[src/rtl/jci_pkg.sv]
// Shared types, constants and the jet table function for the jet colormap core.
// No dependencies; every other file in rtl/ imports this package.
package jci_pkg;

	localparam int FRACTION_BITS = 16;
	localparam int TABLE_ENTRIES = 64;
	localparam int N1            = TABLE_ENTRIES - 1;
	localparam int IDX_W         = $clog2(TABLE_ENTRIES);
	localparam int NUM_CH        = 3;
	localparam int ENTRY_W       = 5;
	localparam int CH_W          = 8;
	localparam int SAMPLE_W      = 32;
	localparam int NUM_W         = SAMPLE_W + 1;
	localparam int DEN_W         = SAMPLE_W;
	localparam int V_W           = FRACTION_BITS + 1;
	localparam int T_W           = V_W + IDX_W;
	localparam int C16_W         = FRACTION_BITS + ENTRY_W;
	localparam int RND_W         = C16_W + CH_W + 1;
	localparam int CFG_IDX_W     = 2;

	localparam logic [DEN_W-1:0] RAW_DEN    = DEN_W'(2 ** FRACTION_BITS);
	localparam logic [V_W-1:0]   V_ONE      = V_W'(2 ** FRACTION_BITS);
	localparam logic [RND_W-1:0] ROUND_BIAS = RND_W'(8) << FRACTION_BITS;
	localparam logic [CH_W-1:0]  CH_MAX     = '1;

	localparam logic [CFG_IDX_W-1:0] REG_COLOR_MODE = 2'd0;
	localparam logic [CFG_IDX_W-1:0] REG_RANGE_LOW  = 2'd1;
	localparam logic [CFG_IDX_W-1:0] REG_RANGE_HIGH = 2'd2;

	typedef enum logic [1:0] {
		MODE_RAW_EDGE   = 2'd0,
		MODE_NORM_EDGE  = 2'd1,
		MODE_NORM_CLAMP = 2'd2,
		MODE_RESERVED   = 2'd3
	} color_mode_t;

	typedef logic [ENTRY_W-1:0] entry_t;

	// per-transaction control that rides along the pipeline
	typedef struct packed {
		logic valid;
		logic black;    // edge mode, value at or below 0
		logic white;    // edge mode, value at or above 1
		logic bypass;   // quotient not needed, value saturated
		logic sat_one;  // saturated value is 1 (else 0)
	} item_ctl_t;

	// jet entry in sixteenths; evaluated only on constants (table build)
	function automatic entry_t jet_entry(input int ch, input int i);
		int rise;
		int fall;
		int p;
		int lo;
		int hi;
		int m;
		rise = (ch == 0) ? 23 : (ch == 1) ? 7 : -9;
		fall = (ch == 0) ? 71 : (ch == 1) ? 55 : 39;
		p    = 63 * i;
		lo   = p - rise * N1;
		hi   = fall * N1 - p;
		m    = (lo < hi) ? lo : hi;
		if (m < 0)
			m = 0;
		if (m > 16 * N1)
			m = 16 * N1;
		return ENTRY_W'((m + N1 / 2) / N1);
	endfunction

endpackage

[src/rtl/jci_front.sv]
// Front end: forms numerator and denominator, then classifies the value.
// Depends on jci_pkg.
module jci_front import jci_pkg::*; (
	input  logic                       clk,
	input  logic                       arst_n,
	input  logic                       accept,
	input  logic signed [SAMPLE_W-1:0] sample,
	input  color_mode_t                color_mode,
	input  logic signed [SAMPLE_W-1:0] range_low,
	input  logic signed [SAMPLE_W-1:0] range_high,
	output item_ctl_t                  ctl_s2,
	output logic [DEN_W-1:0]           rem_s2,
	output logic [DEN_W-1:0]           den_s2
);

	logic signed [NUM_W-1:0] sample_x, low_x, high_x;
	logic signed [NUM_W-1:0] diff_pos, diff_neg, span_pos, span_neg;
	logic signed [NUM_W-1:0] num_d;
	logic [DEN_W-1:0]        den_d;
	logic                    norm, clamp_d, span_zero, span_neg_flag;

	logic                    valid_s1, clamp_s1;
	logic signed [NUM_W-1:0] num_s1;
	logic [DEN_W-1:0]        den_s1;
	logic                    le_zero, ge_den;

	assign sample_x = {sample[SAMPLE_W-1], sample};
	assign low_x    = {range_low[SAMPLE_W-1], range_low};
	assign high_x   = {range_high[SAMPLE_W-1], range_high};

	assign diff_pos = sample_x - low_x;
	assign diff_neg = low_x - sample_x;
	assign span_pos = high_x - low_x;
	assign span_neg = low_x - high_x;

	assign span_zero     = (range_high == range_low);
	assign span_neg_flag = span_pos[NUM_W-1];
	assign norm          = (color_mode != MODE_RAW_EDGE);
	assign clamp_d       = (color_mode == MODE_NORM_CLAMP) || (color_mode == MODE_RESERVED);

	// reversed range flips both signs; empty range forces 0
	always_comb begin
		if (!norm) begin
			num_d = sample_x;
			den_d = RAW_DEN;
		end else if (span_zero) begin
			num_d = '0;
			den_d = DEN_W'(1);
		end else if (span_neg_flag) begin
			num_d = diff_neg;
			den_d = span_neg[DEN_W-1:0];
		end else begin
			num_d = diff_pos;
			den_d = span_pos[DEN_W-1:0];
		end
	end

	always_ff @(posedge clk or negedge arst_n) begin
		if (!arst_n) begin
			valid_s1 <= 1'b0;
		end else begin
			valid_s1 <= accept;
		end
	end

	always_ff @(posedge clk) begin
		clamp_s1 <= clamp_d;
		num_s1   <= num_d;
		den_s1   <= den_d;
	end

	assign le_zero = num_s1[NUM_W-1] || (num_s1 == '0);
	assign ge_den  = !num_s1[NUM_W-1] && (num_s1[DEN_W-1:0] >= den_s1);

	always_ff @(posedge clk or negedge arst_n) begin
		if (!arst_n) begin
			ctl_s2 <= '0;
		end else begin
			ctl_s2.valid   <= valid_s1;
			ctl_s2.black   <= !clamp_s1 && le_zero;
			ctl_s2.white   <= !clamp_s1 && !le_zero && ge_den;
			ctl_s2.bypass  <= le_zero || ge_den;
			ctl_s2.sat_one <= !le_zero && ge_den;
		end
	end

	always_ff @(posedge clk) begin
		rem_s2 <= num_s1[DEN_W-1:0];
		den_s2 <= den_s1;
	end

endmodule

[src/rtl/jci_divider.sv]
// Pipelined restoring divider: one quotient bit per stage, FRACTION_BITS stages.
// Depends on jci_pkg.
module jci_divider import jci_pkg::*; (
	input  logic                     clk,
	input  logic                     arst_n,
	input  item_ctl_t                in_ctl,
	input  logic [DEN_W-1:0]         in_rem,
	input  logic [DEN_W-1:0]         in_den,
	output item_ctl_t                out_ctl,
	output logic [FRACTION_BITS-1:0] out_quo
);

	item_ctl_t                ctl_s [FRACTION_BITS+1];
	logic [DEN_W-1:0]         rem_s [FRACTION_BITS+1];
	logic [DEN_W-1:0]         den_s [FRACTION_BITS+1];
	logic [FRACTION_BITS-1:0] quo_s [FRACTION_BITS+1];

	assign ctl_s[0] = in_ctl;
	assign rem_s[0] = in_rem;
	assign den_s[0] = in_den;
	assign quo_s[0] = '0;

	for (genvar k = 0; k < FRACTION_BITS; k++) begin : g_stage
		logic [DEN_W:0]   shifted;
		logic [DEN_W:0]   diff;
		logic             take;

		// remainder stays below den, so the doubled value fits DEN_W+1 bits
		assign shifted = {rem_s[k], 1'b0};
		assign diff    = shifted - {1'b0, den_s[k]};
		assign take    = (shifted >= {1'b0, den_s[k]});

		always_ff @(posedge clk or negedge arst_n) begin
			if (!arst_n) begin
				ctl_s[k+1] <= '0;
			end else begin
				ctl_s[k+1] <= ctl_s[k];
			end
		end

		always_ff @(posedge clk) begin
			rem_s[k+1] <= take ? diff[DEN_W-1:0] : shifted[DEN_W-1:0];
			den_s[k+1] <= den_s[k];
			quo_s[k+1] <= {quo_s[k][FRACTION_BITS-2:0], take};
		end
	end

	assign out_ctl = ctl_s[FRACTION_BITS];
	assign out_quo = quo_s[FRACTION_BITS];

endmodule

[src/rtl/jci_table_rom.sv]
// Jet table ROM, three channels, two read ports with registered data.
// Depends on jci_pkg (jet_entry builds the contents).
module jci_table_rom import jci_pkg::*; (
	input  logic                     clk,
	input  logic [IDX_W-1:0]         rd_addr_a,
	input  logic [IDX_W-1:0]         rd_addr_b,
	output entry_t [NUM_CH-1:0]      rd_data_a,
	output entry_t [NUM_CH-1:0]      rd_data_b
);

	entry_t tbl [NUM_CH][TABLE_ENTRIES];

	for (genvar c = 0; c < NUM_CH; c++) begin : g_ch
		for (genvar i = 0; i < TABLE_ENTRIES; i++) begin : g_ent
			assign tbl[c][i] = jet_entry(c, i);
		end
	end

	always_ff @(posedge clk) begin
		for (int c = 0; c < NUM_CH; c++) begin
			rd_data_a[c] <= tbl[c][rd_addr_a];
			rd_data_b[c] <= tbl[c][rd_addr_b];
		end
	end

endmodule

[src/rtl/jci_blend.sv]
// Interpolates two neighbor entries per channel and rounds to 8 bits.
// Depends on jci_pkg.
module jci_blend import jci_pkg::*; (
	input  logic                     clk,
	input  logic                     arst_n,
	input  item_ctl_t                in_ctl,
	input  logic [FRACTION_BITS-1:0] in_frac,
	input  entry_t [NUM_CH-1:0]      in_lo,
	input  entry_t [NUM_CH-1:0]      in_hi,
	output logic                     done,
	output logic [CH_W-1:0]          red,
	output logic [CH_W-1:0]          green,
	output logic [CH_W-1:0]          blue
);

	logic [V_W-1:0]   wlo;
	logic [C16_W-1:0] c16_d   [NUM_CH];
	logic [C16_W-1:0] c16_s21 [NUM_CH];
	item_ctl_t        ctl_s21;
	logic [CH_W-1:0]  chan_d  [NUM_CH];
	logic             done_q;
	logic [CH_W-1:0]  red_q, green_q, blue_q;

	assign wlo = V_ONE - V_W'(in_frac);

	always_comb begin
		for (int c = 0; c < NUM_CH; c++) begin
			c16_d[c] = C16_W'(in_lo[c]) * C16_W'(wlo) + C16_W'(in_hi[c]) * C16_W'(in_frac);
		end
	end

	always_ff @(posedge clk or negedge arst_n) begin
		if (!arst_n) begin
			ctl_s21 <= '0;
		end else begin
			ctl_s21 <= in_ctl;
		end
	end

	always_ff @(posedge clk) begin
		for (int c = 0; c < NUM_CH; c++) begin
			c16_s21[c] <= c16_d[c];
		end
	end

	// times 255 as shift-minus, plus half, drop 4+F bits
	always_comb begin
		logic [RND_W-1:0] acc;
		logic [CH_W:0]    o9;
		for (int c = 0; c < NUM_CH; c++) begin
			acc = (RND_W'(c16_s21[c]) << CH_W) - RND_W'(c16_s21[c]) + ROUND_BIAS;
			o9  = acc[FRACTION_BITS+4 +: CH_W+1];
			if (ctl_s21.black)
				chan_d[c] = '0;
			else if (ctl_s21.white)
				chan_d[c] = CH_MAX;
			else if (o9[CH_W])
				chan_d[c] = CH_MAX;
			else
				chan_d[c] = o9[CH_W-1:0];
		end
	end

	always_ff @(posedge clk or negedge arst_n) begin
		if (!arst_n) begin
			done_q <= 1'b0;
		end else begin
			done_q <= ctl_s21.valid;
		end
	end

	always_ff @(posedge clk) begin
		red_q   <= chan_d[0];
		green_q <= chan_d[1];
		blue_q  <= chan_d[2];
	end

	assign done  = done_q;
	assign red   = red_q;
	assign green = green_q;
	assign blue  = blue_q;

endmodule

[src/rtl/jet_colormap_interpolator_core.sv]
// Top level of the jet false-color core: config registers and pipeline glue.
// Depends on jci_pkg, jci_front, jci_divider, jci_table_rom, jci_blend.
//
//   channel   | handshake            | payload
//   ----------+----------------------+-------------------------------
//   input     | start, busy          | sample
//   result    | done (1-cycle pulse) | red, green, blue
//   config    | cfg_wr_en            | cfg_index, cfg_wr_data
//
// One transaction is taken per clock; busy is always low, so a transaction
// is accepted at every edge where start is high.
// Done follows acceptance through the front-end registers, the 16-stage
// quotient pipeline, the index register, the registered table ROM read and
// the blend product and output registers.
// Reset clears the config registers to raw edge mode, low 0, high 65536, and
// empties the pipeline. The receiver cannot stall; results are never held.
module jet_colormap_interpolator_core import jci_pkg::*; (
	input  logic                       clk,
	input  logic                       arst_n,
	input  logic                       start,
	output logic                       busy,
	input  logic signed [SAMPLE_W-1:0] sample,
	output logic                       done,
	output logic [CH_W-1:0]            red,
	output logic [CH_W-1:0]            green,
	output logic [CH_W-1:0]            blue,
	input  logic                       cfg_wr_en,
	input  logic [CFG_IDX_W-1:0]       cfg_index,
	input  logic [SAMPLE_W-1:0]        cfg_wr_data
);

	color_mode_t                color_mode_q;
	logic signed [SAMPLE_W-1:0] range_low_q;
	logic signed [SAMPLE_W-1:0] range_high_q;

	logic                       accept;
	item_ctl_t                  ctl_s2, ctl_s18, ctl_s19, ctl_s20;
	logic [DEN_W-1:0]           rem_s2, den_s2;
	logic [FRACTION_BITS-1:0]   quo_s18;

	logic [V_W-1:0]             v_d;
	logic [T_W-1:0]             t_d;
	logic [T_W-FRACTION_BITS-1:0] idx_wide;
	logic [IDX_W-1:0]           idx_d, nidx_d;

	logic [IDX_W-1:0]           idx_s19, nidx_s19;
	logic [FRACTION_BITS-1:0]   frac_s19, frac_s20;
	entry_t [NUM_CH-1:0]        lo_s20, hi_s20;

	// fully pipelined: never back-pressures the sender
	assign busy   = 1'b0;
	assign accept = start & ~busy;

	// config writes; an index past the list is dropped
	always_ff @(posedge clk or negedge arst_n) begin
		if (!arst_n) begin
			color_mode_q <= MODE_RAW_EDGE;
			range_low_q  <= '0;
			range_high_q <= SAMPLE_W'(65536);
		end else if (cfg_wr_en) begin
			unique case (cfg_index)
				REG_COLOR_MODE: color_mode_q <= color_mode_t'(cfg_wr_data[1:0]);
				REG_RANGE_LOW:  range_low_q  <= cfg_wr_data;
				REG_RANGE_HIGH: range_high_q <= cfg_wr_data;
				default: ;
			endcase
		end
	end

	jci_front u_front (
		.clk        (clk),
		.arst_n     (arst_n),
		.accept     (accept),
		.sample     (sample),
		.color_mode (color_mode_q),
		.range_low  (range_low_q),
		.range_high (range_high_q),
		.ctl_s2     (ctl_s2),
		.rem_s2     (rem_s2),
		.den_s2     (den_s2)
	);

	jci_divider u_divider (
		.clk     (clk),
		.arst_n  (arst_n),
		.in_ctl  (ctl_s2),
		.in_rem  (rem_s2),
		.in_den  (den_s2),
		.out_ctl (ctl_s18),
		.out_quo (quo_s18)
	);

	// value -> index and fraction; v*N1 is a constant multiply
	always_comb begin
		if (ctl_s18.bypass)
			v_d = ctl_s18.sat_one ? V_ONE : '0;
		else
			v_d = {1'b0, quo_s18};
		t_d      = T_W'(v_d) * T_W'(N1);
		idx_wide = t_d[T_W-1:FRACTION_BITS];
		// top index: both neighbors use the last entry
		if (idx_wide >= (T_W-FRACTION_BITS)'(N1)) begin
			idx_d  = IDX_W'(N1);
			nidx_d = IDX_W'(N1);
		end else begin
			idx_d  = idx_wide[IDX_W-1:0];
			nidx_d = idx_wide[IDX_W-1:0] + IDX_W'(1);
		end
	end

	always_ff @(posedge clk or negedge arst_n) begin
		if (!arst_n) begin
			ctl_s19 <= '0;
			ctl_s20 <= '0;
		end else begin
			ctl_s19 <= ctl_s18;
			ctl_s20 <= ctl_s19;
		end
	end

	always_ff @(posedge clk) begin
		idx_s19  <= idx_d;
		nidx_s19 <= nidx_d;
		frac_s19 <= t_d[FRACTION_BITS-1:0];
		frac_s20 <= frac_s19;
	end

	jci_table_rom u_rom (
		.clk       (clk),
		.rd_addr_a (idx_s19),
		.rd_addr_b (nidx_s19),
		.rd_data_a (lo_s20),
		.rd_data_b (hi_s20)
	);

	jci_blend u_blend (
		.clk     (clk),
		.arst_n  (arst_n),
		.in_ctl  (ctl_s20),
		.in_frac (frac_s20),
		.in_lo   (lo_s20),
		.in_hi   (hi_s20),
		.done    (done),
		.red     (red),
		.green   (green),
		.blue    (blue)
	);

endmodule
[config.mk]
export PLATFORM = sky130hd
export DESIGN_NAME = jet_colormap_interpolator_core
export DESIGN_NICKNAME = d
export VERILOG_FILES = /design/src/rtl/jci_pkg.sv /design/src/rtl/jci_front.sv /design/src/rtl/jci_divider.sv /design/src/rtl/jci_table_rom.sv /design/src/rtl/jci_blend.sv /design/src/rtl/jet_colormap_interpolator_core.sv
export SDC_FILE = /design/constraint.sdc
export NUM_CORES = 2
export LEC_CHECK = 0
export BUFFER_PORTS_ARGS = -buffer_cell sky130_fd_sc_hd__buf_2
export CAP_MARGIN = 20
export CORE_MARGIN = 8
export CORE_UTILIZATION = 55
export CTS_CLUSTER_DIAMETER = 60
export CTS_CLUSTER_SIZE = 20
export DETAILED_ROUTE_END_ITERATION = 12
export GPL_TIMING_DRIVEN = 0
export PLACE_DENSITY = 0.71
export SYNTH_ARGS = -nofsm -noshare
export SYNTH_HDL_FRONTEND = slang
export SYNTH_HIERARCHICAL = 1
export SYNTH_SLANG_ARGS = --single-unit
export TNS_END_PERCENT = 100
[constraint.sdc]
create_clock -name clk -period 9.3 [get_ports clk]
set_input_delay 0 -clock clk [delete_from_list [all_inputs] [get_ports clk]]
set_output_delay 0 -clock clk [all_outputs]
set_load 0.01 [all_outputs]
==> impl_metrics.csv <==
group,metric,value,unit
die,die_y,434,um
grt,grt_pass1_wl,423000,um
critical_path,worstSetupEndpointType,"register",
critical_path,r2r_cells,26,
yosys,syn_nets,12100,
timing,finalCritPeriodShare,97.3,%
finish,stdcell_count,13400,
route,routedWlPerCell,20.2,um
clock_tree,clock_latency,800,ps
outcome,status,"complete, no violations",
clock_tree,cts_buffer_depth,3,
clock_tree,clock-sinks,1549,
clock_tree,cts_tree,"built",
die,die-area,188000,sq um
timing,grt_setup_unrepaired,"no",
yosys,netlist_area,96100,sq um
critical_path,r2r_slack,250,ps
grt,antenna_found_initial,3,
critical_path,path_delay_family,"adder cells",
critical_path,cpPeakStageDelay,820,ps
timing,setup_viol,0,
clock_tree,cts-root-buf,"clkbuf_16",
grt,grt_max_degree,85,
die,row_count,153,
route,drt-total-wl,272000,um
clock_tree,path_clk_slew,70,ps
critical_path,cp.arrival,9650,ps
place,portBuffers,94,
route,drtIter0Drc,5910,
timing,holdWs,79.1,ps
worst_hold_path,holdCritStartpoint,"cfg_wr_data[3]",
place,placed_cells,13100,
timing,worst_slack,252,ps
finish,num-fill-cells,15100,
route,via_per_inst,5.74,
worst_hold_path,min_path_cells,3,
yosys,synthCells,10700,
flow_run,drv_cap,0,
worst_hold_path,worstHoldPathType,"input port to register",
finish,layout-area-overhead-vs-synth,9.08,%
clock_tree,cts_setup_buffers,0,
yosys,yosys_warnings,6,
critical_path,critPathLaunchType,"register",
timing,worst_pin_slew,1120,ps
grt,grt_usage,28.0,%
yosys,synth_area_per_cell,8.99,sq um
die,start_util,55.3,%
critical_path,required,9900,ps
finish,drive_gt1_share,6.89,%
critical_path,cp_slowest_cell,"clkbuf_1",
route,vias,77100,
die,coreArea,174000,sq um
critical_path,r2r-end,"u_blend/c16_s21[0][41]$_DFF_P_",
timing,slew-limit-headroom,23.5,%
route,drc_errors,0,
timing,slew_viol_final,0,
place,gp_congestion,0.965,
clock_tree,ctsHtreeMaxLevel,3,
critical_path,rr_startpoint,"frac_s20[1]$_DFF_P_",
timing,fin_skew,41.8,ps
critical_path,worstSetupPathType,"register to register",
grt,overflow,0,
critical_path,cp_common_cell,"fa_1",
timing,fin_tns_setup,0,ps
grt,grt_pass1_vias,76200,
timing,finalCriticalPeriod,9050,ps
route,firstDrtPassIters,6,
place,place_ws,548,ps
critical_path,cp_max_fo,10,
critical_path,crit_buf_inv,6,
clock_tree,cts.repair.resized,0,
timing,finalHoldViolCount,0,
route,ant_nets,0,
die,fp.dieW,434,um
clock_tree,postCtsHoldBufs,102,
timing,max_freq,0.111,GHz
die,pin_count,96,
clock_tree,cts_buffers,121,
finish,final_nets,12400,
place,hpwlAfterDp,219000,um
worst_hold_path,min_to,"range_low_q[3]$_DFFE_PN0P_",
## worst max-delay path by stage
| stage | startpoint | endpoint | slack (ps) | cells past startpoint |
|---|---|---|---|---|
| floorplan | frac_s20[2]$_DFF_P_ | u_blend/c16_s21[0][41]$_DFF_P_ | 2820 | 25 |
| global placement | frac_s20[1]$_DFF_P_ | u_blend/c16_s21[0][41]$_DFF_P_ | 540 | 26 |
| detailed placement | frac_s20[1]$_DFF_P_ | u_blend/c16_s21[0][41]$_DFF_P_ | 550 | 26 |
| CTS | frac_s20[1]$_DFF_P_ | u_blend/c16_s21[0][41]$_DFF_P_ | 500 | 26 |
| global route | frac_s20[1]$_DFF_P_ | u_blend/c16_s21[0][41]$_DFF_P_ | 190 | 26 |
| finish | frac_s20[1]$_DFF_P_ | u_blend/c16_s21[0][41]$_DFF_P_ | 250 | 26 |
## cell usage in the layout (no fill, tap or decap), types with 197 or more instances in the layout
cell,count
ha_1,929
a21o_1,332
o21ai_0,513
xor2_1,212
mux2_2,197
dfxtp_1,1387
xnor2_1,328
a21oi_1,775
fa_1,417
inv_1,1342
and2_1,268
nor2_1,534
clkbuf_1,279
nand2_1,928
## metrics by stage
step | util (%) | instance area [sq um]
after floorplan | - | 96100
after global placement | 57.2 | 99500
after detailed placement | 57.3 | 99500
after CTS | 60.3 | 105000
after global routing | 60.3 | 105000
final | 60.3 | 105000
## routing by layer
layer	vias to the layer above	wire length (um)	track usage, %	share of wire, %
li1	37000	-	-	-
met1	37100	114000	35.2	42
met2	2383	130000	48.3	48
met3	608	14900	3.71	5.5
met4	6	13400	11.9	4.9
met5	-	36	0	0.013
## state kept, by name (all words and copies together) (netlist names), 16 cells and up
| name | cells |
|---|---|
| u_divider/out_quo | 16 |
| u_front/num_s1 | 33 |
| u_divider/den_s | 480 |
| frac_s19 | 16 |
| range_high_q | 32 |
| frac_s20 | 16 |
| u_divider/ctl_s | 75 |
| u_front/rem_s2 | 32 |
| u_divider/g_stage.shifted | 480 |
| u_front/den_s2 | 32 |
| u_divider/quo_s | 120 |
| u_front/den_s1 | 32 |
| range_low_q | 32 |
| u_blend/c16_s21 | 63 |
## worst min-delay path: stages
cell and delay [ps]:
dlygate4sd3_1 530, buf_2 140, mux2_2 150
## layout make-up
cell class              instances  area [sq um]  area share, %
multi-input cells            7404         57500           54.9
flip-flops and latches       1549         31800           30.4
inverters                    1346          5050           4.82
clock buffers                 140          3140           3.00
well taps                    2325          2910           2.78
plain buffers                 385          1700           1.62
repair buffers                201          1590           1.51
clock inverters                80          1080           1.03
diodes                          2          5.00        0.00477
Power is not shown: default switching activity piles up to over one toggle a cycle in this logic, so the estimate is an artifact.
